==> config.mk <==
export PLATFORM = sky130hd
export DESIGN_NAME = sct_ctrl
export DESIGN_NICKNAME = d
export VERILOG_FILES = /design/src/hdl/sct_pkg.sv /design/src/hdl/sct_ctrl.sv
export SDC_FILE = /design/constraint.sdc
export NUM_CORES = 1
export LEC_CHECK = 0
export ABC_AREA = 1
export BUFFER_PORTS_ARGS = -buffer_cell sky130_fd_sc_hd__buf_2
export CAP_MARGIN = 20
export CORE_AREA = 2 2 39 41
export DETAILED_ROUTE_END_ITERATION = 10
export DIE_AREA = 0 0 41 43
export HOLD_SLACK_MARGIN = 0.06
export PLACE_DENSITY = 0.62
export SYNTH_ARGS = -nofsm -noshare
export SYNTH_HDL_FRONTEND = slang
export SYNTH_SLANG_ARGS = --single-unit
==> constraint.sdc <==
create_clock -name clk -period 2.75 [get_ports clk]
set_input_delay 0.825 -clock clk [delete_from_list [all_inputs] [get_ports clk]]
set_output_delay 0.825 -clock clk [all_outputs]
set_load 0.02 [all_outputs]
==> src/hdl/sct_pkg.sv <==
// shared types and constants of the store coverage tracker
// no dependencies; imported by every module of the block
package sct_pkg;

    typedef enum logic [1:0] {
        CMD_STORE = 2'd0,
        CMD_LOAD  = 2'd1,
        CMD_CLEAR = 2'd2,
        CMD_NONE  = 2'd3
    } sct_op_t;

    typedef enum logic [2:0] {
        ST_IDLE,
        ST_LOOKUP,
        ST_READ,
        ST_EVAL,
        ST_EVAL2,
        ST_TAIL,
        ST_COMMIT,
        ST_OUT
    } sct_state_t;

    // controller to datapath
    typedef struct packed {
        logic load;
        logic clear;
        logic lookup;
        logic set_full;
        logic rd;
        logic eval;
        logic wr_pend;
        logic tail;
        logic commit;
    } sct_cmd_t;

    // datapath to controller
    typedef struct packed {
        logic is_clear;
        logic is_nop;
        logic full_miss;
        logic empty;
        logic is_store;
        logic second;
        logic last;
    } sct_status_t;

    localparam int TDATA_IN_W  = 56;
    localparam int TDATA_OUT_W = 8;
    localparam int POS_W       = 33;

endpackage

==> src/hdl/sct_ctrl.sv <==
// sequencer of the store coverage tracker
// depends on sct_pkg; drives the datapath sct_dp through command structs
module sct_ctrl
    import sct_pkg::*;
(
    input  logic        clk,
    input  logic        rst_n,
    input  logic        s_tvalid,
    output logic        s_tready,
    output logic        m_tvalid,
    input  logic        m_tready,
    input  sct_status_t status,
    output sct_cmd_t    cmd
);

    sct_state_t state_reg, state_next;

    always_ff @(posedge clk or negedge rst_n)
    begin
        if (!rst_n)
        begin
            state_reg <= ST_IDLE;
        end
        else
        begin
            state_reg <= state_next;
        end
    end

    always_comb
    begin
        state_next = state_reg;
        cmd        = '0;
        s_tready   = 1'b0;
        m_tvalid   = 1'b0;
        unique case (state_reg)
            ST_IDLE:
            begin
                s_tready = 1'b1;
                if (s_tvalid)
                begin
                    cmd.load   = 1'b1;
                    state_next = ST_LOOKUP;
                end
            end
            ST_LOOKUP:
            begin
                if (status.is_clear)
                begin
                    cmd.clear  = 1'b1;
                    state_next = ST_OUT;
                end
                else if (status.is_nop)
                begin
                    state_next = ST_OUT;
                end
                else if (status.full_miss)
                begin
                    cmd.set_full = 1'b1;
                    state_next   = ST_OUT;
                end
                else
                begin
                    cmd.lookup = 1'b1;
                    if (!status.empty)
                        state_next = ST_READ;
                    else if (status.is_store)
                        state_next = ST_TAIL;
                    else
                        state_next = ST_COMMIT;
                end
            end
            ST_READ:
            begin
                cmd.rd     = 1'b1;
                state_next = ST_EVAL;
            end
            ST_EVAL:
            begin
                cmd.eval = 1'b1;
                if (status.second)
                    state_next = ST_EVAL2;
                else if (!status.last)
                    state_next = ST_READ;
                else if (status.is_store)
                    state_next = ST_TAIL;
                else
                    state_next = ST_COMMIT;
            end
            ST_EVAL2:
            begin
                cmd.wr_pend = 1'b1;
                if (!status.last)
                    state_next = ST_READ;
                else if (status.is_store)
                    state_next = ST_TAIL;
                else
                    state_next = ST_COMMIT;
            end
            ST_TAIL:
            begin
                cmd.tail   = 1'b1;
                state_next = ST_COMMIT;
            end
            ST_COMMIT:
            begin
                cmd.commit = 1'b1;
                state_next = ST_OUT;
            end
            ST_OUT:
            begin
                m_tvalid = 1'b1;
                if (m_tready)
                    state_next = ST_IDLE;
            end
            default:
            begin
                state_next = ST_IDLE;
            end
        endcase
    end

endmodule

Word level (Yosys, flattened, before mapping)
Index checks and enable logic that the tools add are counted.
{"block": "totals", "register_bits": 3, "inputBits": 11}
{"block": "op_classes", "n_eq_ne": 9, "mux": 25, "n_reduce_logical": 2}
{"cell": "$mux 3", "n": 9}
{"cell": "$pmux 3 s8", "n": 1}
{"cell": "$eq 3x3->1 const B", "n": 4}
{"cell": "$mux 1", "n": 12}
{"cell": "$eq 3x2->1 const B", "n": 2}
{"cell": "$mux 2", "n": 3}
{"cell": "$ne 2x2->1 const B", "n": 2}
{"cell": "$eq 3x1->1 const B", "n": 1}
{"cell": "$logic_not 3->1", "n": 1}
{"cell": "$reduce_and 2->1", "n": 1}

Longest topological paths before layout
Gate-level depths: netlist of the first run.
{"block": "logic_depth", "ltp_word": 6, "ltp_mapped": 8, "ltp_nobuf": 8}

Least setup slack after synthesis of the first run
Ideal clock, no wire load.
{"block": "synth_path", "path_kind": "input to output", "startpoint": "in status[4] (netlist bit)", "endpoint": "out cmd[5] (netlist bit)", "arrival_time_ps": 1384, "setup_slack_ps": 541, "cell_stages": 2, "cell_sequence": "inv_1 nor4_2"}
{"element": "start, declared", "line_no": "sct_ctrl.sv:12", "source": "input sct_status_t status,"}
{"element": "end, declared", "line_no": "sct_ctrl.sv:13", "source": "output sct_cmd_t cmd"}

==> flow_metrics.env, run 1 <==
export IMPL_numCtsBuffers=3
export IMPL_leakage_nw=0.3232
export IMPL_ys_seq_elements=3
export IMPL_synth_xor_area_share_pct=0
export IMPL_internal_power_uw=234.6
export IMPL_syn_nets=71
export IMPL_critPathSlowestCell="dfrtp_1"
export IMPL_r2r_start="state_reg[2]"
export IMPL_max_freq_mhz=432.1
export IMPL_slew_violations=0
export IMPL_setup_violations=0
export IMPL_core_sq_mm=0.001384
export IMPL_fillers=163
export IMPL_grt_max_degree=9
export IMPL_drv_cap=0
export IMPL_worstPathRequired_ns=1.93
export IMPL_r2r_end="state_reg[0]"
export IMPL_synth_top_area_share_pct=21.74
export IMPL_yosys_warnings=0
export IMPL_hold_violations=0
export IMPL_setup_ws_ns=0.4357
export IMPL_clk_latency_ns=0.24
export IMPL_synthSimpleGateAreaFrac_pct=48.19
export IMPL_rr_worst_depth=7
export IMPL_initial_utilization_pct=24.95
export IMPL_cts_tree="done"
export IMPL_worstPathCellList="inv_1 -> nand2_1 -> nor2_1 -> inv_1 -> nor4_2 -> buf_2"
export IMPL_grt_overflow=0
export IMPL_antenna_found_initial=0
export IMPL_dp_hpwl_um=688.7
export IMPL_worstSetupEndpoint="cmd[5]"
export IMPL_end_kind="output pin"
export IMPL_synth_seq_area_share_pct=21.74
export IMPL_routedWlPerCell_um=8.320
export IMPL_cts_resized=0
export IMPL_area_growth_pct=41.67
export IMPL_dieArea_sq_mm=0.001763
export IMPL_synth_async_reset_ratio_pct=100.0
export IMPL_grt_pass1_vias=391
export IMPL_dp_slack_ns=0.5069
export IMPL_track_usage_pct=12.58
export IMPL_postCtsSetupBuffers=0
export IMPL_synth_commonest_cells="inv_1, nand2_1, nor2_1, nand3_1"
export IMPL_synthMuxAreaShare_pct=0
export IMPL_finalCriticalPeriod_ns=2.314
export IMPL_htreeDepth=1
export IMPL_synth_top_family_by_area="simple AND/OR/NAND/NOR gates"
export IMPL_yosysMostFrequentCell="inv_1"
export IMPL_cpLargestDelayFamily="buffers and inverters"
export IMPL_clkSinkCount=3
export IMPL_vdd_drop_max_v=0.0002586
export IMPL_synth_largest_area_cell="dfrtp_1"
export IMPL_viasPerCell=4.260
export IMPL_final_nets=96
export IMPL_cp_num_cells=6
export IMPL_fin_crit_sh_pct=84.16
export IMPL_ff2ff_setup_slack_ns=1.60
export IMPL_die_x_um=41
export IMPL_finalSetupTns_ns=0
export IMPL_worstMarginPinSlew_ns=0.2914
export IMPL_largest_register_ffs=3
export IMPL_path_buf_inv=3
export IMPL_crit_type="flop to output pin"
export IMPL_relSlewSlack_pct=80.57
export IMPL_status="completed"
export IMPL_clock_path_buffers=2
export IMPL_finalWeightedCongestion=0.8277
export IMPL_synth_avg_cell_area_sq_um=5.756
export IMPL_synth_compound_area_share_pct=11.59
export IMPL_pwr_share_comb_pct=63.5
export IMPL_drtIter0Drc=8
export IMPL_max_stage_delay_ns=0.40
export IMPL_root_buffer="clkbuf_4"
export IMPL_switchingPower_uw=281.5
export IMPL_critPathLaunch="state_reg[1]"
export IMPL_io_buffers=21
export IMPL_clock_skew_ns=0.002133
export IMPL_p_per_area_mw_per_mm2=1055
export IMPL_critPathLaunchType="flop"
export IMPL_switching_share_pct=54.54
export IMPL_seqPwrFrac_pct=20.8
export IMPL_grt_setup_unrepaired="no"
export IMPL_drive_gt1_share_pct=36.90
export IMPL_path_common_cell="inv_1"
export IMPL_ys_flop_type="dfrtp_1"
export IMPL_rows=14
export IMPL_vias=426
export IMPL_total_power_uw=516.1
export IMPL_hp_class="input port to asynchronous set/reset pin"
export IMPL_synth_area_leaders="dfrtp_1, inv_1, nand2_1, nor2_1, nand3_1"
export IMPL_dr_pass1_iters=2
export IMPL_clockPowerShare_pct=15.7
export IMPL_clk_pin_slew_ns=0.04
export IMPL_diodes=0
export IMPL_ctsHoldBuffers=0
export IMPL_synth_fa_ha_area_share_pct=0
export IMPL_synth_edf_count=0
export IMPL_ys_types=13
export IMPL_worstPathMaxFanout=5
export IMPL_dieHeight_um=43
export IMPL_grt_pass1_wl_mm=1.497
export IMPL_routed_wl_um=832
export IMPL_synth_area_sq_um=345.3
export IMPL_ioPinCount=22
export IMPL_worstPathArrival_ns=1.49
export IMPL_synthCells=60
export IMPL_drc_errors=0
export IMPL_ant_nets=0
logic make-up (layout without fill, tap and decap cells):
logic type      after synthesis  after routing
flops                         3              3
simple gates                 33             33
buf+inv                      16             40
compound gates                8              8
power by group through the flow:
stage	registers (mW)	clock network [mW]	logic, mW
2_1_floorplan	0.0870	0	0.271
3_5_place_dp	0.109	0	0.330
3_3_place_gp	0.108	0	0.329
5_1_grt	0.112	0.0903	0.370
4_1_cts	0.108	0.0837	0.332
6_report	0.107	0.0811	0.328
per-layer routing:
| layer | global-route usage, % | wire length (um) | vias up | share of wire [%] |
|---|---|---|---|---|
| met2 | 16.88 | 388 | 14 | 47 |
| li1 | - | - | 231 | - |
| met1 | 17.15 | 379 | 179 | 46 |
| met4 | 8.000 | 19 | 0 | 2.3 |
| met3 | 3.141 | 45 | 2 | 5.4 |
| met5 | 0 | 0 | - | 0 |
stage by stage:
| stage | hold WS, ns | util, % | instance area, sq um | cells |
|---|---|---|---|---|
| 6_report | 0.3698 | 35.35 | 489.2 | 100 |
| 5_1_grt | 0.3655 | 35.35 | 489.2 | 100 |
| 4_1_cts | 0.3668 | 35.35 | 489.2 | 100 |
| 3_5_place_dp | 0.6232 | 33.45 | 462.9 | 96 |
| 3_3_place_gp | 0.6211 | 33.45 | 462.9 | 96 |
| 2_1_floorplan | 0.5294 | - | 345.3 | 60 |
layout make-up:
| cell class | instances | area, sq um | share of cell area [%] |
|---|---|---|---|
| Clock buffer | 4 | 26.28 | 5.371 |
| Tap cell | 16 | 20.02 | 4.092 |
| Sequential cell | 3 | 75.07 | 15.35 |
| Timing Repair Buffer | 21 | 105.1 | 21.48 |
| Multi-Input combinational cell | 41 | 206.4 | 42.20 |
| Inverter | 15 | 56.30 | 11.51 |
layout by cell type, fill, tap and decap left out:
cell type and instances:
clkbuf_4 3, nor2_4 2, buf_2 21, inv_1 14, nor2_1 7, nand2_1 13
nand3_1 5, a21oi_1 4, nor4_2 1, o21ai_0 4, nand2_2 3, nand4_1 2
inv_2 1, clkbuf_1 1, dfrtp_1 3
worst min-delay path by stage:
| stage | endpoint |
|---|---|
| CTS | state_reg[1] |
| detailed placement | state_reg[0] |
| global route | state_reg[1] |
| finish | state_reg[1] |
| global placement | state_reg[0] |
| floorplan | state_reg[0] |
Power figures use the tool's default switching activity.
==> inputs of run 2 (changes only) <==
Clock period 2.75 ns to 2.3 ns, I/O delays scaled along.
==> run 2 against run 1 <==
Count of clock-buffer cells in the layout did not move. Sequential power rose by 21%. Register-to-register slack got worse by 0.47 ns. Final cell count did not move. Critical path type unchanged. Critical path depth did not move. Via count fell by 0.23%. Non-clock buffer count did not move. Critical endpoint unchanged. Setup slack got worse by 0.25 ns. Clock power rose by 20%.
==> flow_metrics.env, run 2 (same netlist as run 1, synthesis figures left out) <==
export IMPL_status="completed"
export IMPL_routedWlPerCell_um=8.360
export IMPL_layout_common_cells="buf_2, inv_1, nand2_1"
export IMPL_drtIter0Drc=3
export IMPL_final_util_pct=35.53
export IMPL_dpl_cell_area_sq_um=462.9
export IMPL_ioPinCount=22
export IMPL_grt_pass1_vias=391
export IMPL_vdd_drop_max_v=0.0003146
export IMPL_p_per_area_mw_per_mm2=1265
export IMPL_track_usage_pct=12.58
export IMPL_area_growth_pct=42.39
export IMPL_numCtsBuffers=3
export IMPL_dp_hpwl_um=688.7
export IMPL_design_area_sq_um=491.7
export IMPL_total_power_uw=621.8
export IMPL_setup_violations=0
export IMPL_leakage_nw=0.3230
export IMPL_multiInputGateArea_sq_um=209.0
export IMPL_largest_register_ffs=3
export IMPL_routed_wl_um=836
export IMPL_fin_crit_sh_pct=92.09
export IMPL_die_x_um=41
export IMPL_final_common_cell="buf_2"
export IMPL_finalCriticalPeriod_ns=2.118
export IMPL_clk_latency_ns=0.24
export IMPL_cts_tree="done"
export IMPL_worstMarginPinSlew_ns=0.3133
export IMPL_clock_skew_ns=0.002133
export IMPL_fillers=162
export IMPL_drive_gt1_share_pct=38.10
export IMPL_antenna_found_initial=0
export IMPL_rows=14
export IMPL_finalWeightedCongestion=0.8277
export IMPL_critPathSlowestCell="dfrtp_1"
export IMPL_vias=425
export IMPL_final_nets=96
export IMPL_hp_class="input port to asynchronous set/reset pin"
export IMPL_max_freq_mhz=472.1
export IMPL_regArea_sq_um=75.07
export IMPL_grt_max_degree=9
export IMPL_io_buffers=21
export IMPL_cpLargestDelayFamily="buffers and inverters"
export IMPL_diodes=0
export IMPL_slew_violations=0
export IMPL_worstPathMaxFanout=5
export IMPL_crit_type="flop to output pin"
export IMPL_dieHeight_um=43
export IMPL_place_inst=96
export IMPL_clk_pin_slew_ns=0.04
export IMPL_ant_nets=0
export IMPL_clkSinkCount=3
export IMPL_finalSetupTns_ns=0
export IMPL_relSlewSlack_pct=79.11
export IMPL_worstPathCellList="inv_1 -> nand2_1 -> nor2_2 -> inv_1 -> nor4_2 -> buf_2"
export IMPL_core_sq_mm=0.001384
export IMPL_drv_cap=0
export IMPL_grt_overflow=0
export IMPL_worstPathArrival_ns=1.43
export IMPL_root_buffer="clkbuf_4"
export IMPL_layout_cells_non_filler=100
export IMPL_viasPerCell=4.250
export IMPL_initial_utilization_pct=24.95
export IMPL_clock_path_buffers=2
export IMPL_dr_pass1_iters=2
export IMPL_dieArea_sq_mm=0.001763
export IMPL_critPathLaunchType="flop"
export IMPL_end_kind="output pin"
export IMPL_path_common_cell="inv_1"
export IMPL_htreeDepth=1
export IMPL_hold_violations=0
export IMPL_grt_setup_unrepaired="no"
export IMPL_drc_errors=0
export IMPL_path_buf_inv=3
export IMPL_max_stage_delay_ns=0.41
export IMPL_grt_pass1_wl_mm=1.497
export IMPL_worstPathRequired_ns=1.61
-- run 2: changes by cell type in the layout (fill, tap and decap cells not counted) --
cell    change
nor2_2      +1
nor2_1      -1
-- run 2: repair_timing --
| item | CTS | global route |
|---|---|---|
| hold buffers | 0 | 0 |
| gates resized for setup | 0 | 1 |
| setup endpoints to repair | 0 | 1 |
| buffers inserted | 0 | 0 |
-- run 2: area by class of cell --
cell class / count / area share [%]
multi-input combinational: 41 / 42.49
timing repair buffer: 21 / 21.37
sequential: 3 / 15.27
inverter: 15 / 11.45
clock buffer: 4 / 5.344
tap: 16 / 4.071
-- run 2: metrics by stage --
stage / hold slack [ns] / setup slack (ns)
6_report: 0.2348 / 0.1819
3_3_place_gp: 0.4861 / 0.3415
3_5_place_dp: 0.4882 / 0.3269
2_1_floorplan: 0.3944 / 0.3606
4_1_cts: 0.2318 / 0.08382
5_1_grt: 0.2305 / 0.07376
-- run 2: power by group --
| part | internal (mW) | leakage, nW | switching (mW) | total, mW |
|---|---|---|---|---|
| sequential | 0.0830 | 0.0352 | 0.0475 | 0.130 |
| combinational | 0.133 | 0.273 | 0.261 | 0.394 |
| clock | 0.0653 | 0.0150 | 0.0317 | 0.0970 |
| total | 0.282 | 0.323 | 0.340 | 0.622 |
-- run 2: metal layers --
layer	track usage, %	routed length (um)	vias to the layer above	part of all wire (%)
met5	0	0	-	0
met2	16.88	390	14	47
met3	3.141	45	2	5.4
li1	-	-	231	-
met4	8.000	19	0	2.3
met1	17.15	381	178	46
-- run 2: worst paths after layout --
path,endpoint,start,slack (ns),depth (start not counted)
setup / recovery,cmd[5],state_reg[1],0.18,6
max in group asynchronous,state_reg[2],rst_n,1.96,1
hold / removal,state_reg[1],rst_n,0.23,1
min in group clk,state_reg[1],state_reg[1],0.69,4
hold reg to reg,state_reg[1],state_reg[1],0.69,4
setup reg to reg,state_reg[0],state_reg[2],1.13,7
-- run 2: worst reg2reg max path: cells and delay by family, from the launching register on --
| family | cells | cell delay, ns |
|---|---|---|
| AO/OA/AOI/OAI | 1 | 0.08 |
| flip-flops | 1 | 0.51 |
| AND/OR/NAND/NOR | 4 | 0.31 |
| buffers and inverters | 2 | 0.14 |
==> inputs of run 3 (changes only) <==
Settings changed: BUFFER_PORTS_ARGS -buffer_cell sky130_fd_sc_hd__buf_2 to -buffer_cell sky130_fd_sc_hd__buf_4.
==> run 3 against run 2 <==
Register-to-register slack improved by 0.02 ns. Global-route usage is 0.69 points higher. Sequential share of layout area decreased by 1.4 points. Largest power group unchanged. Count of clock-buffer cells in the layout unchanged.
==> flow_metrics.env, run 3 (same netlist as run 1, synthesis figures left out) <==
export IMPL_finalWeightedCongestion=0.7952
export IMPL_multiInputGateArea_sq_um=206.4
export IMPL_dr_max_layer_used="met4"
export IMPL_area_growth_pct=56.88
export IMPL_root_buffer="clkbuf_4"
export IMPL_regArea_sq_um=75.07
export IMPL_r2r_end="state_reg[0]"
export IMPL_die_x_um=41
export IMPL_htreeDepth=1
export IMPL_largest_register_ffs=3
export IMPL_ff2ff_setup_slack_ns=1.15
export IMPL_numCtsBuffers=3
export IMPL_routed_wl_um=867
export IMPL_worstPathCellList="inv_1 -> nand2_1 -> nor2_1 -> inv_1 -> nor4_2 -> buf_4"
export IMPL_diodes=0
export IMPL_dieArea_sq_mm=0.001763
export IMPL_viasPerCell=4.350
export IMPL_ant_nets=0
export IMPL_clock_path_buffers=2
export IMPL_cts_tree="done"
export IMPL_layout_common_cells="buf_4, inv_1, nand2_1"
export IMPL_worstSetupEndpoint="cmd[5]"
export IMPL_status="completed"
export IMPL_grt_pass1_wl_mm=1.504
export IMPL_leakage_nw=0.3324
export IMPL_worstPathArrival_ns=1.47
export IMPL_dr_pass1_iters=2
export IMPL_clock_skew_ns=0.004548
export IMPL_clk_latency_ns=0.24
export IMPL_hold_violations=0
export IMPL_max_stage_delay_ns=0.40
export IMPL_fillers=149
export IMPL_vias=435
export IMPL_final_common_cell="buf_4"
export IMPL_clk_pin_slew_ns=0.04
export IMPL_grt_overflow=0
export IMPL_final_nets=96
export IMPL_whs_ns=0.2294
export IMPL_worstPathMaxFanout=5
export IMPL_grt_setup_unrepaired="no"
export IMPL_worstPathRequired_ns=1.61
export IMPL_path_common_cell="inv_1"
export IMPL_critPathLaunchType="flop"
export IMPL_io_buffers=21
export IMPL_clkSinkCount=3
export IMPL_ioPinCount=22
export IMPL_hp_class="input port to asynchronous set/reset pin"
export IMPL_p_per_area_mw_per_mm2=1206
export IMPL_drc_errors=0
export IMPL_crit_type="flop to output pin"
export IMPL_dp_hpwl_um=745.1
export IMPL_core_sq_mm=0.001384
export IMPL_end_kind="output pin"
export IMPL_ctsHoldBuffers=0
export IMPL_worstMarginPinSlew_ns=0.2998
export IMPL_final_util_pct=39.15
export IMPL_finalCriticalPeriod_ns=2.164
export IMPL_critPathSlowestCell="dfrtp_1"
export IMPL_max_freq_mhz=462.0
export IMPL_finalSetupTns_ns=0
export IMPL_cpLargestDelayFamily="buffers and inverters"
export IMPL_fin_crit_sh_pct=94.11
export IMPL_cts_resized=0
export IMPL_routedWlPerCell_um=8.670
export IMPL_rows=14
export IMPL_rr_worst_depth=7
export IMPL_initial_utilization_pct=24.95
export IMPL_setup_violations=0
export IMPL_vdd_drop_max_v=0.0003530
export IMPL_antenna_found_initial=0
export IMPL_dr_wl_met3_um=51
export IMPL_critPathLaunch="state_reg[1]"
export IMPL_track_usage_pct=13.27
export IMPL_grt_pass1_vias=404
export IMPL_cp_num_cells=6
export IMPL_postCtsSetupBuffers=0
export IMPL_relSlewSlack_pct=80.02
export IMPL_dieHeight_um=43
export IMPL_slew_violations=0
export IMPL_r2r_start="state_reg[2]"
export IMPL_path_buf_inv=3
export IMPL_met1_length_um=339
export IMPL_route_met2_wl_um=451
export IMPL_grt_max_degree=9
export IMPL_drv_cap=0
export IMPL_drtIter0Drc=4
export IMPL_drive_gt1_share_pct=36.90
## run 3: worst min-delay path by stage
stage                     start           end  slack [ns]
after floorplan           rst_n  state_reg[0]        0.39
after global placement    rst_n  state_reg[0]        0.48
after detailed placement  rst_n  state_reg[0]        0.48
after CTS                 rst_n  state_reg[1]        0.23
after global routing      rst_n  state_reg[1]        0.23
final                     rst_n  state_reg[1]        0.23
## run 3: metrics by stage
stage | std cells | cell area, sq um | worst slack (ns) | power (mW)
final | 100 | 541.8 | 0.1356 | 0.6532
after global routing | 100 | 541.8 | 0.01518 | 0.7121
after CTS | 100 | 541.8 | 0.1300 | 0.6620
after detailed placement | 96 | 515.5 | 0.3143 | 0.5646
after global placement | 96 | 515.5 | 0.3353 | 0.5629
after floorplan | 60 | 345.3 | 0.3606 | 0.4284
## run 3: where the power goes
group | switching, mW | internal (mW) | total, mW
registers | 0.0460 | 0.0830 | 0.129
clock network | 0.0301 | 0.0652 | 0.0953
logic | 0.261 | 0.168 | 0.429
total | 0.337 | 0.316 | 0.653
## run 3: final cells by class
class	count	area share (%)
Inverter	15	10.39
Timing Repair Buffer	21	29.10
Multi-Input combinational cell	41	38.11
Clock buffer	4	4.850
Tap cell	16	3.695
Sequential cell	3	13.86
## run 3: per-layer routing
layer	track usage, %	vias to the layer above
met5	0	-
met4	12.00	0
met3	3.141	3
met2	19.69	17
met1	14.52	184
li1	-	231
